<file path="config.mk">
export PLATFORM = sky130hd
export DESIGN_NAME = date_text_to_day_count
export DESIGN_NICKNAME = d
export VERILOG_FILES = /design/src/dttd_pkg.sv /design/src/dttd_parse.sv /design/src/dttd_count.sv /design/src/date_text_to_day_count.sv
export SDC_FILE = /design/constraint.sdc
export NUM_CORES = 1
export LEC_CHECK = 0
export ABC_AREA = 1
export BUFFER_PORTS_ARGS = -buffer_cell sky130_fd_sc_hd__buf_2
export CAP_MARGIN = 20
export CORE_MARGIN = 1.5
export CORE_UTILIZATION = 60
export CTS_CLUSTER_SIZE = 25
export DETAILED_ROUTE_END_ITERATION = 16
export GPL_ROUTABILITY_DRIVEN = 0
export HOLD_SLACK_MARGIN = 0.06
export PLACE_DENSITY_LB_ADDON = 0.2
export SKIP_CTS_REPAIR_TIMING = 1
export SYNTH_ARGS = -nofsm -noshare
export SYNTH_HDL_FRONTEND = slang
export SYNTH_SLANG_ARGS = --single-unit
</file>
<file path="constraint.sdc">
create_clock -name aclk -period 10.2 [get_ports aclk]
set_clock_uncertainty 0.05 [all_clocks]
set_input_delay 1.02 -clock aclk [delete_from_list [all_inputs] [get_ports aclk]]
set_output_delay 1.02 -clock aclk [all_outputs]
set_load 0.1 [all_outputs]
</file>
<file path="src/dttd_pkg.sv">
// shared types, constants and calendar tables for the date text to day count block
package dttd_pkg;

    localparam int TextBytes  = 8;
    localparam int CountWidth = 23;
    localparam int YearWidth  = 14;
    localparam int FieldWidth = 7;

    // days from year 0 to 1990-01-01 with a leap year every fourth year
    localparam int EpochYear = 1990;
    localparam int EpochDays = EpochYear * 365 + (EpochYear + 3) / 4;

    typedef logic signed [CountWidth-1:0] day_count_t;
    typedef logic [YearWidth-1:0]         year_t;
    typedef logic [FieldWidth-1:0]        field_t;

    typedef enum logic [1:0] {
        STAT_OK        = 2'd0,
        STAT_BAD_DIGIT = 2'd1,
        STAT_BAD_DATE  = 2'd2
    } status_t;

    typedef struct packed {
        logic   bad_digit;
        year_t  year;
        field_t month;
        field_t day;
    } date_fields_t;

    // length of a month, index 0 is january
    function automatic logic [4:0] month_len(input logic [3:0] idx);
        logic [4:0] len;
        case (idx)
            4'd1:                      len = 5'd28;
            4'd3, 4'd5, 4'd8, 4'd10:   len = 5'd30;
            default:                   len = 5'd31;
        endcase
        return len;
    endfunction

    // days in the year before the first of a month, index 0 is january
    function automatic logic [8:0] days_before_month(input logic [3:0] idx);
        logic [8:0] days;
        case (idx)
            4'd0:    days = 9'd0;
            4'd1:    days = 9'd31;
            4'd2:    days = 9'd59;
            4'd3:    days = 9'd90;
            4'd4:    days = 9'd120;
            4'd5:    days = 9'd151;
            4'd6:    days = 9'd181;
            4'd7:    days = 9'd212;
            4'd8:    days = 9'd243;
            4'd9:    days = 9'd273;
            4'd10:   days = 9'd304;
            4'd11:   days = 9'd334;
            default: days = 9'd0;
        endcase
        return days;
    endfunction

endpackage

</file>
<file path="src/dttd_parse.sv">
// checks the eight ascii characters and forms binary year, month and day
module dttd_parse (
    input  logic [63:0]           date_text,
    output dttd_pkg::date_fields_t fields
);
    import dttd_pkg::*;

    logic [3:0] digit [TextBytes];
    logic [TextBytes-1:0] char_ok;

    always_comb begin
        for (int i = 0; i < TextBytes; i++) begin
            // first character sits in the top byte
            logic [7:0] ch;
            ch         = date_text[8*(TextBytes-1-i) +: 8];
            char_ok[i] = (ch[7:4] == 4'h3) && (ch[3:0] <= 4'd9);
            digit[i]   = ch[3:0];
        end
    end

    always_comb begin
        fields.bad_digit = ~&char_ok;
        fields.year  = YearWidth'(digit[0]) * YearWidth'(1000)
                     + YearWidth'(digit[1]) * YearWidth'(100)
                     + YearWidth'(digit[2]) * YearWidth'(10)
                     + YearWidth'(digit[3]);
        fields.month = FieldWidth'(digit[4]) * FieldWidth'(10) + FieldWidth'(digit[5]);
        fields.day   = FieldWidth'(digit[6]) * FieldWidth'(10) + FieldWidth'(digit[7]);
    end

endmodule

</file>
<file path="src/dttd_count.sv">
// validates month and day and forms the day count relative to the epoch
module dttd_count (
    input  dttd_pkg::date_fields_t fields,
    output dttd_pkg::day_count_t   day_count,
    output dttd_pkg::status_t      status
);
    import dttd_pkg::*;

    logic                  leap;
    logic                  month_ok;
    logic                  day_ok;
    logic [3:0]            midx;
    logic [CountWidth-1:0] year_days;
    logic [CountWidth-1:0] total;

    always_comb begin
        leap     = (fields.year[1:0] == 2'd0);
        month_ok = (fields.month >= FieldWidth'(1)) && (fields.month <= FieldWidth'(12));
        midx     = 4'(fields.month - FieldWidth'(1));
        day_ok   = (fields.day != '0) &&
                   ((fields.day <= FieldWidth'(month_len(midx))) ||
                    (leap && fields.month == FieldWidth'(2) && fields.day == FieldWidth'(29)));

        // days before the year: 365 per year plus one per leap year already passed
        year_days = CountWidth'(fields.year) * CountWidth'(365)
                  + CountWidth'((fields.year + YearWidth'(3)) >> 2);
        total     = year_days - CountWidth'(EpochDays)
                  + CountWidth'(days_before_month(midx))
                  + CountWidth'(leap && fields.month > FieldWidth'(2))
                  + CountWidth'(fields.day) - CountWidth'(1);

        if (fields.bad_digit) begin
            day_count = '1;
            status    = STAT_BAD_DIGIT;
        end else if (!month_ok || !day_ok) begin
            day_count = '0;
            status    = STAT_BAD_DATE;
        end else begin
            day_count = day_count_t'(total);
            status    = STAT_OK;
        end
    end

endmodule

</file>
<file path="src/date_text_to_day_count.sv">
// top level: converts an ascii YYYYMMDD date into a signed day count since 1990-01-01
//
// input channel s_*: one transaction carries eight ascii characters, first
// character in the top byte of s_tdata. result channel m_*: m_tdata holds the
// signed 23-bit day count, m_tuser the status (0 valid, 1 non-digit character,
// 2 month or day out of range).
// every input transaction gives exactly one result transaction, in order.
// an input date passes through an input register, then the digit check and
// closed-form day arithmetic feeding the result register. throughput is one
// date per cycle while the receiver does not stall; the two register stages each
// hold a transaction and a stage accepts whenever it is empty or is being
// emptied in the same cycle.
// when the receiver stalls, the result holds on m_* and the input register
// keeps one more date, after which s_tready drops.
// reset (aresetn low, synchronous) empties both stages; no result is pending.
module date_text_to_day_count (
    input  logic        aclk,
    input  logic        aresetn,
    input  logic        s_tvalid,
    output logic        s_tready,
    input  logic [63:0] s_tdata,   // [63:0] date_text
    output logic        m_tvalid,
    input  logic        m_tready,
    output logic [23:0] m_tdata,   // [22:0] day_count, [23] zero
    output logic [1:0]  m_tuser    // [1:0] status
);
    import dttd_pkg::*;

    logic         in_valid_reg, in_valid_next;
    logic [63:0]  in_data_reg, in_data_next;
    logic         out_valid_reg, out_valid_next;
    day_count_t   out_count_reg, out_count_next;
    status_t      out_status_reg, out_status_next;

    date_fields_t fields;
    day_count_t   count;
    status_t      status;
    logic         out_ready;

    dttd_parse u_parse (
        .date_text (in_data_reg),
        .fields    (fields)
    );

    dttd_count u_count (
        .fields    (fields),
        .day_count (count),
        .status    (status)
    );

    assign out_ready = !out_valid_reg || m_tready;
    assign s_tready  = !in_valid_reg || out_ready;

    always_comb begin
        in_valid_next   = in_valid_reg;
        in_data_next    = in_data_reg;
        out_valid_next  = out_valid_reg;
        out_count_next  = out_count_reg;
        out_status_next = out_status_reg;
        if (out_ready) begin
            out_valid_next  = in_valid_reg;
            out_count_next  = count;
            out_status_next = status;
        end
        if (s_tready) begin
            in_valid_next = s_tvalid;
            in_data_next  = s_tdata;
        end
    end

    always_ff @(posedge aclk) begin
        if (!aresetn) begin
            in_valid_reg  <= 1'b0;
            out_valid_reg <= 1'b0;
        end else begin
            in_valid_reg  <= in_valid_next;
            out_valid_reg <= out_valid_next;
        end
        in_data_reg    <= in_data_next;
        out_count_reg  <= out_count_next;
        out_status_reg <= out_status_next;
    end

    assign m_tvalid = out_valid_reg;
    assign m_tdata  = {1'b0, out_count_reg};
    assign m_tuser  = out_status_reg;

    // a bad character always reports a count of minus one
    assert property (@(posedge aclk) disable iff (!aresetn)
        m_tvalid && m_tuser == STAT_BAD_DIGIT |-> m_tdata[22:0] == '1)
        else $error("bad digit result without count of -1");

    // an out-of-range date always reports a count of zero
    assert property (@(posedge aclk) disable iff (!aresetn)
        m_tvalid && m_tuser == STAT_BAD_DATE |-> m_tdata[22:0] == '0)
        else $error("invalid date result with nonzero count");

    // a held result must not be overwritten by the stage behind it
    assert property (@(posedge aclk) disable iff (!aresetn)
        m_tvalid && !m_tready |=> m_tvalid && $stable(out_count_reg) && $stable(out_status_reg))
        else $error("stalled result changed");

    // a transaction in the input stage moves forward once the result stage frees up
    assert property (@(posedge aclk) disable iff (!aresetn)
        in_valid_reg && (!m_tvalid || m_tready) |=> m_tvalid)
        else $error("pending date not advanced to result stage");

    // reset leaves no result pending
    assert property (@(posedge aclk)
        !aresetn |=> !m_tvalid)
        else $error("result valid after reset");

endmodule

</file>
# --- Word level (Yosys, flattened, before mapping) ---
# Memories as Yosys holds them, arrays and structs flattened.
# Cells that the tools add are included.
op_classes:
  n_eq_ne: 15
  add_sub_neg: 13
  n_lt_le_gt_ge: 12
  n_reduce_logical: 25
  mux: 3
  mul: 6
ops:
  columns: ["cell", "count"]
  rows:
  - ["4-bit by 2-bit equality test with 1-bit output, second input constant", 9]
  - ["4-bit <= comparator, second input constant", 8]
  - ["23-bit by 1-bit adder with 23-bit output", 1]
  - ["23-bit by 21-bit adder with 23-bit output", 1]
  - ["23-bit by 7-bit adder with 23-bit output", 1]
  - ["23-bit by 9-bit adder with 23-bit output", 1]
  - ["14-bit by 9-bit multiplier with 23-bit output, second input constant", 1]
  - ["23-bit 2-to-1 mux", 1]
  - ["23-bit by 1-bit subtractor with 23-bit output, second input constant", 1]
  - ["23-bit by 20-bit subtractor with 23-bit output, second input constant", 1]
  - ["14-bit by 2-bit adder with 15-bit output, second input constant", 1]
  - ["14-bit by 11-bit adder with 14-bit output", 1]
  - ["14-bit by 4-bit adder with 14-bit output", 1]
  - ["14-bit by 8-bit adder with 14-bit output", 1]
  - ["7-bit by 4-bit adder with 7-bit output", 2]
  - ["1-bit logical AND", 13]
  - ["4-bit by 3-bit multiplier with 6-bit output, second input constant", 2]
  - ["4-bit by 7-bit multiplier with 11-bit output, second input constant", 1]
  - ["4-bit by 5-bit multiplier with 9-bit output, second input constant", 1]
  - ["4-bit equality test, second input constant", 2]
  - ["8-bit AND reduction", 1]
  - ["7-bit by 2-bit equality test with 1-bit output, second input constant", 1]
  - ["7-bit by 5-bit equality test with 1-bit output, second input constant", 1]
  - ["7-bit by 1-bit >= comparator with 1-bit output, second input constant", 1]
  - ["other kinds (14)", 20]
word_totals:
  n_memories: 1
  inputBits: 68
  romBits: 144
  word_cells: 80
  register_bits: 91
mem_list:
  columns: ["name", "depth", "width", "rd", "rd_ports_with_merged_regs", "write_ports", "line", "rtl"]
  rows:
  - ["(no name shown)", 16, 9, 1, 0, 0, "dttd_pkg.sv:44", "case (idx)"]

# --- Depth between registers and ports, before layout ---
depth:
  ltp_word: 12
  ltp_mapped: 44
  ltp_nobuf: 44

# --- Hierarchy ---
# From an unflattened synthesis, not the netlist that was laid out.
hier_totals:
  hier_cells: 1147
  hier_area_um2: 10401.2
by_module_without_submodules:
  columns: ["module", "n_inst", "area_per_inst_um2", "cells_per_inst"]
  rows:
  - ["dttd_count", 1, 5240.0, 720]
  - ["date_text_to_day_count", 1, 2762.6, 101]
  - ["dttd_parse", 1, 2398.6, 326]

# --- Least setup slack after synthesis ---
# No wires, ideal clock.
synth_timing:
  path_type: "reg-to-reg"
  from: "register in_data_reg[57]"
  to: "register out_count_reg[21], data pin"
  setup_slack_ns: 2.204
  stages_incl_launch_ff: 40
  synth_period_minus_slack_ns: 7.996
  arrival_time_ns: 7.689
  cell_sequence: "edfxtp_1 > fa_1 > inv_1 > fa_1 > inv_1 > ha_1 > nand2_1 > o21ai_0 > xor2_1 > inv_1 > ha_1 > ha_1 > ha_1 > inv_1 > nor3_1 > o21ai_0 > nand3_1 > nand2_1 > [... 4 more ...] > fa_1 > fa_1 > inv_1 > fa_1 > inv_1 > fa_1 > inv_1 > ha_1 > nand2_1 > inv_1 > a21oi_1 > nand2_1 > nand2_1 > nand3_1 > nand2_1 > nand2_1 > nand2_1 > nand2_1"
synth_via:
  elab_chain_cells: 12
  word_cells_on_any_way: 16
  cone_classes: "add/sub: 10; mul: 2; order compare: 1; mux: 1; reduce/logical: 2"
synth_lines:
  columns: ["item", "line", "rtl"]
  rows:
  - ["start, declared", "date_text_to_day_count.sv:30", "logic [63:0] in_data_reg, in_data_next;"]
  - ["start signal, assigned", "date_text_to_day_count.sv:79", "in_data_reg <= in_data_next;"]
  - ["4-bit by 7-bit multiplier with 11-bit output", "dttd_parse.sv:23", "fields.year = YearWidth'(digit[0]) * YearWidth'(1000)"]
  - ["14-bit by 11-bit adder with 14-bit output", "dttd_parse.sv:24", "+ YearWidth'(digit[1]) * YearWidth'(100)"]
  - ["14-bit by 8-bit adder with 14-bit output", "dttd_parse.sv:25", "+ YearWidth'(digit[2]) * YearWidth'(10)"]
  - ["14-bit by 4-bit adder with 14-bit output", "dttd_parse.sv:26", "+ YearWidth'(digit[3]);"]
  - ["14-bit by 9-bit multiplier with 23-bit output / 14-bit by 2-bit adder with 15-bit output (equally long branches)", "dttd_count.sv:25, dttd_count.sv:26", null]
  - ["23-bit by 21-bit adder with 23-bit output", "dttd_count.sv:26", "+ CountWidth'((fields.year + YearWidth'(3)) >> 2);"]
  - ["23-bit by 20-bit subtractor with 23-bit output", "dttd_count.sv:27", "total = year_days - CountWidth'(EpochDays)"]
  - ["23-bit by 9-bit adder with 23-bit output", "dttd_count.sv:28", "+ CountWidth'(days_before_month(midx))"]
  - ["23-bit by 1-bit adder with 23-bit output", "dttd_count.sv:29", "+ CountWidth'(leap && fields.month > FieldWidth'(2))"]
  - ["23-bit by 7-bit adder with 23-bit output", "dttd_count.sv:30", "+ CountWidth'(fields.day) - CountWidth'(1);"]
  - ["23-bit by 1-bit subtractor with 23-bit output", "dttd_count.sv:30", null]
  - ["23-bit 2-to-1 mux", "dttd_count.sv:35", "end else if (!month_ok || !day_ok) begin"]
  - ["end signal, assigned", "date_text_to_day_count.sv:80", "out_count_reg <= out_count_next;"]
  - ["end, declared", "date_text_to_day_count.sv:32", "day_count_t out_count_reg, out_count_next;"]
# Parallel ways exist; a longest one is shown, timed or not.
# A chain may end at the register's enable or synchronous reset.

# --- Worst setup path after layout ---
layout_timing:
  from: "register in_data_reg[57]"
  to: "register out_count_reg[17], data pin"
# Same word-level chain as after synthesis.

==> flow_summary_export.csv <==
group,metric,value,unit
worst_setup_path,crit_path_end_kind,"flop",
routing,drt_wl_total,19.5,mm
grt,grtUsageTotal,23.1,%
placement,placed_area,0.0111,mm^2
routing,drtIter0Drc,325,
clock_network,numClockSinks,91,
logic_synthesis,syn_area,0.0104,mm^2
logic_synthesis,yosys.area.top_type,"edfxtp_1",
layout,final_cell_mix,"inv_1 (276), nand2_1 (233), ha_1 (163), fa_1 (100), buf_2 (94)",
sta,final-hold-violation-count,0,
floorplanning,core,0.0167,mm^2
logic_synthesis,syn-num-nets,1487,
layout,drive_above_1_share,10.8,%
worst_setup_path,cp.required,10.24,ns
sta,worst_pin_slew,1.01,ns
sta,slew_viol_final,0,
sta,post-route-period-util,86.6,%
grt,grt_pass1_vias,7616,
worst_setup_path,worst_path_most_repeated_cell,"inv_1",
sta,rsz0062_at_grt,"false",
clock_network,htree_levels,3,
layout,antenna_cells,0,
routing,drc,0,
worst_setup_path,crit_path_top_delay_cell,"xor2_1",
run_status,status,"finished, final reports clean",
routing,dr.pass1.iters,5,
logic_synthesis,async_flop_share,0,%
clock_network,cts_root_buf,"clkbuf_16",
sta,final-setup-viol-count,0,
hold_path,hold_path_class,"flop to flop",
clock_network,tritoncts,"built",
logic_synthesis,syn_inst,1156,
worst_setup_path,crit_type,"flop to flop",
grt,grt-ovfl-total,0,
logic_synthesis,netlist_top_cells_area,"edfxtp_1 (26%), ha_1 (20%), fa_1 (19%)",
routing,wl_met3,845,um
layout,largest_register_ffs,64,
logic_synthesis,synth_area_per_cell,8.96,um^2
floorplanning,die_h,134,um
routing,highest_layer,"met4",
logic_synthesis,synthAdderAreaFrac,39.0,%
routing,via_per_inst,5.09,
worst_setup_path,cp.arrival,8.87,ns
floorplanning,ios,96,
sta,fin_crit,8.84,ns
logic_synthesis,synth-simple-area-share,16.1,%
logic_synthesis,ys_ff_latch,91,
routing,dr_total_vias,7559,
logic_synthesis,synth_compound_area_share,4.81,%
grt,grt_max_degree,67,
routing,wl_met2,9.49,mm
logic_synthesis,ys_seq_area_share,26.2,%
logic_synthesis,synth_top_family_by_area,"adder cells",
floorplanning,die_w,134,um
routing,met1_length,8.57,mm
placement,dp_hpwl,16.7,mm
logic_synthesis,muxShareOfSynthArea,0,%
job,cap_violations,0,
logic_synthesis,yosys.cell_types.count,39,
worst_setup_path,worstSetupStartpointType,"flop",
clock_network,clk_latency,0.37,ns
worst_setup_path,crit_path_max_incr_delay,0.64,ns
sta,max_slew_margin,32.6,%
sta,hold_slack,0.449,ns
logic_synthesis,synth-warning-count,0,
worst_setup_path,reg2regPathDepth,33,
clock_network,clk_pin_slew_worst_paths,0.08,ns
grt,antenna_found_initial,0,
routing,wl_per_cell,13.2,um
sta,fin_setup_tns,0,ns
routing,ant_nets,0,
logic_synthesis,synth_xor_area_share,3.54,%
logic_synthesis,ys.flop_type,"edfxtp_1",
clock_network,clock_path_buffers,2,
layout,nFillCells,1363,
grt,grt_first_pass_wirelength,33.1,mm
floorplanning,initial_core_util,62.0,%
layout,nets,1590,
clock_network,cts_buffers,9,
layout,final_common_cell,"inv_1",
floorplanning,rows,47,
sta,max_freq,113,MHz
layout,fin_util,68.3,%
layout,fin_area,0.0114,mm^2
floorplanning,die-area,0.0181,mm^2
placement,portBuffers,94,
layout,syn_to_final_growth,10.1,%
worst_setup_path,path_max_fanout,7,
hold_path,worstHoldPathCells,2,
logic_synthesis,synth_top_area_share,25.8,%
logic_synthesis,synth_edf_count,89,
[metal layers]
| metal | vias up | GRT usage [%] |
|---|---|---|
| li1 | 3847 | - |
| met1 | 3482 | 28.1 |
| met2 | 181 | 40.8 |
| met3 | 49 | 3.82 |
| met4 | 0 | 9.20 |
| met5 | - | 0 |
[synthesized netlist by cell type, drive strengths merged, types with 12 or more instances]
master and number:
edfxtp 89, nand4 12, xnor2 21, ha 163, a21oi 31, o21ai 35
nand2 237, xor2 20, fa 100, nor2 69, inv 277, nand3 65
[through the flow]
step	cells	worst slack [ns]
floorplan	1156	2.20
global route	1484	0.828
global placement	1468	1.50
detailed placement	1468	1.39
CTS	1484	1.37
finish	1484	1.36
[final timing paths]
path	from	to	slack, ns
worst max-delay path	in_data_reg[57]$_DFFE_PP_	out_count_reg[17]$_SDFFCE_PN1P_	1.36
worst min register to register	in_valid_reg$_SDFFE_PN0P_	m_tvalid$_SDFFE_PN0P_	0.45
worst max register to register	in_data_reg[57]$_DFFE_PP_	out_count_reg[17]$_SDFFCE_PN1P_	1.36
worst min-delay path	in_valid_reg$_SDFFE_PN0P_	m_tvalid$_SDFFE_PN0P_	0.45
[worst max-delay path: cells and delay by family (launching register included)]
| family | cells | cell delay (ns) |
|---|---|---|
| buf+inv | 8 | 0.71 |
| xor+xnor | 2 | 0.97 |
| fa+ha+maj | 13 | 5.31 |
| simple gates | 9 | 0.90 |
| flops | 1 | 0.53 |
| compound gates | 1 | 0.06 |
[kinds of logic after synthesis]
logic type,after synthesis
flip-flops,91
adder cells (fa/ha/maj),263
buffers and inverters,281
AO/OA/AOI/OAI,82
XOR/XNOR,41
other,1
AND/OR/NAND/NOR,397
[cell type report]
class                      instances  area [um^2]  share of cell area (%)
sequential                        91         2710                    23.8
tap                              220          275                    2.41
timing repair buffer              96          485                    4.25
inverter                         277         1040                    9.11
multi-input combinational        784         6590                    57.8
clock inverter                     7         80.1                   0.702
clock buffer                       9          225                    1.97
Power is not shown: default switching activity piles up to over one toggle a cycle in this logic, so the estimate is an artifact.
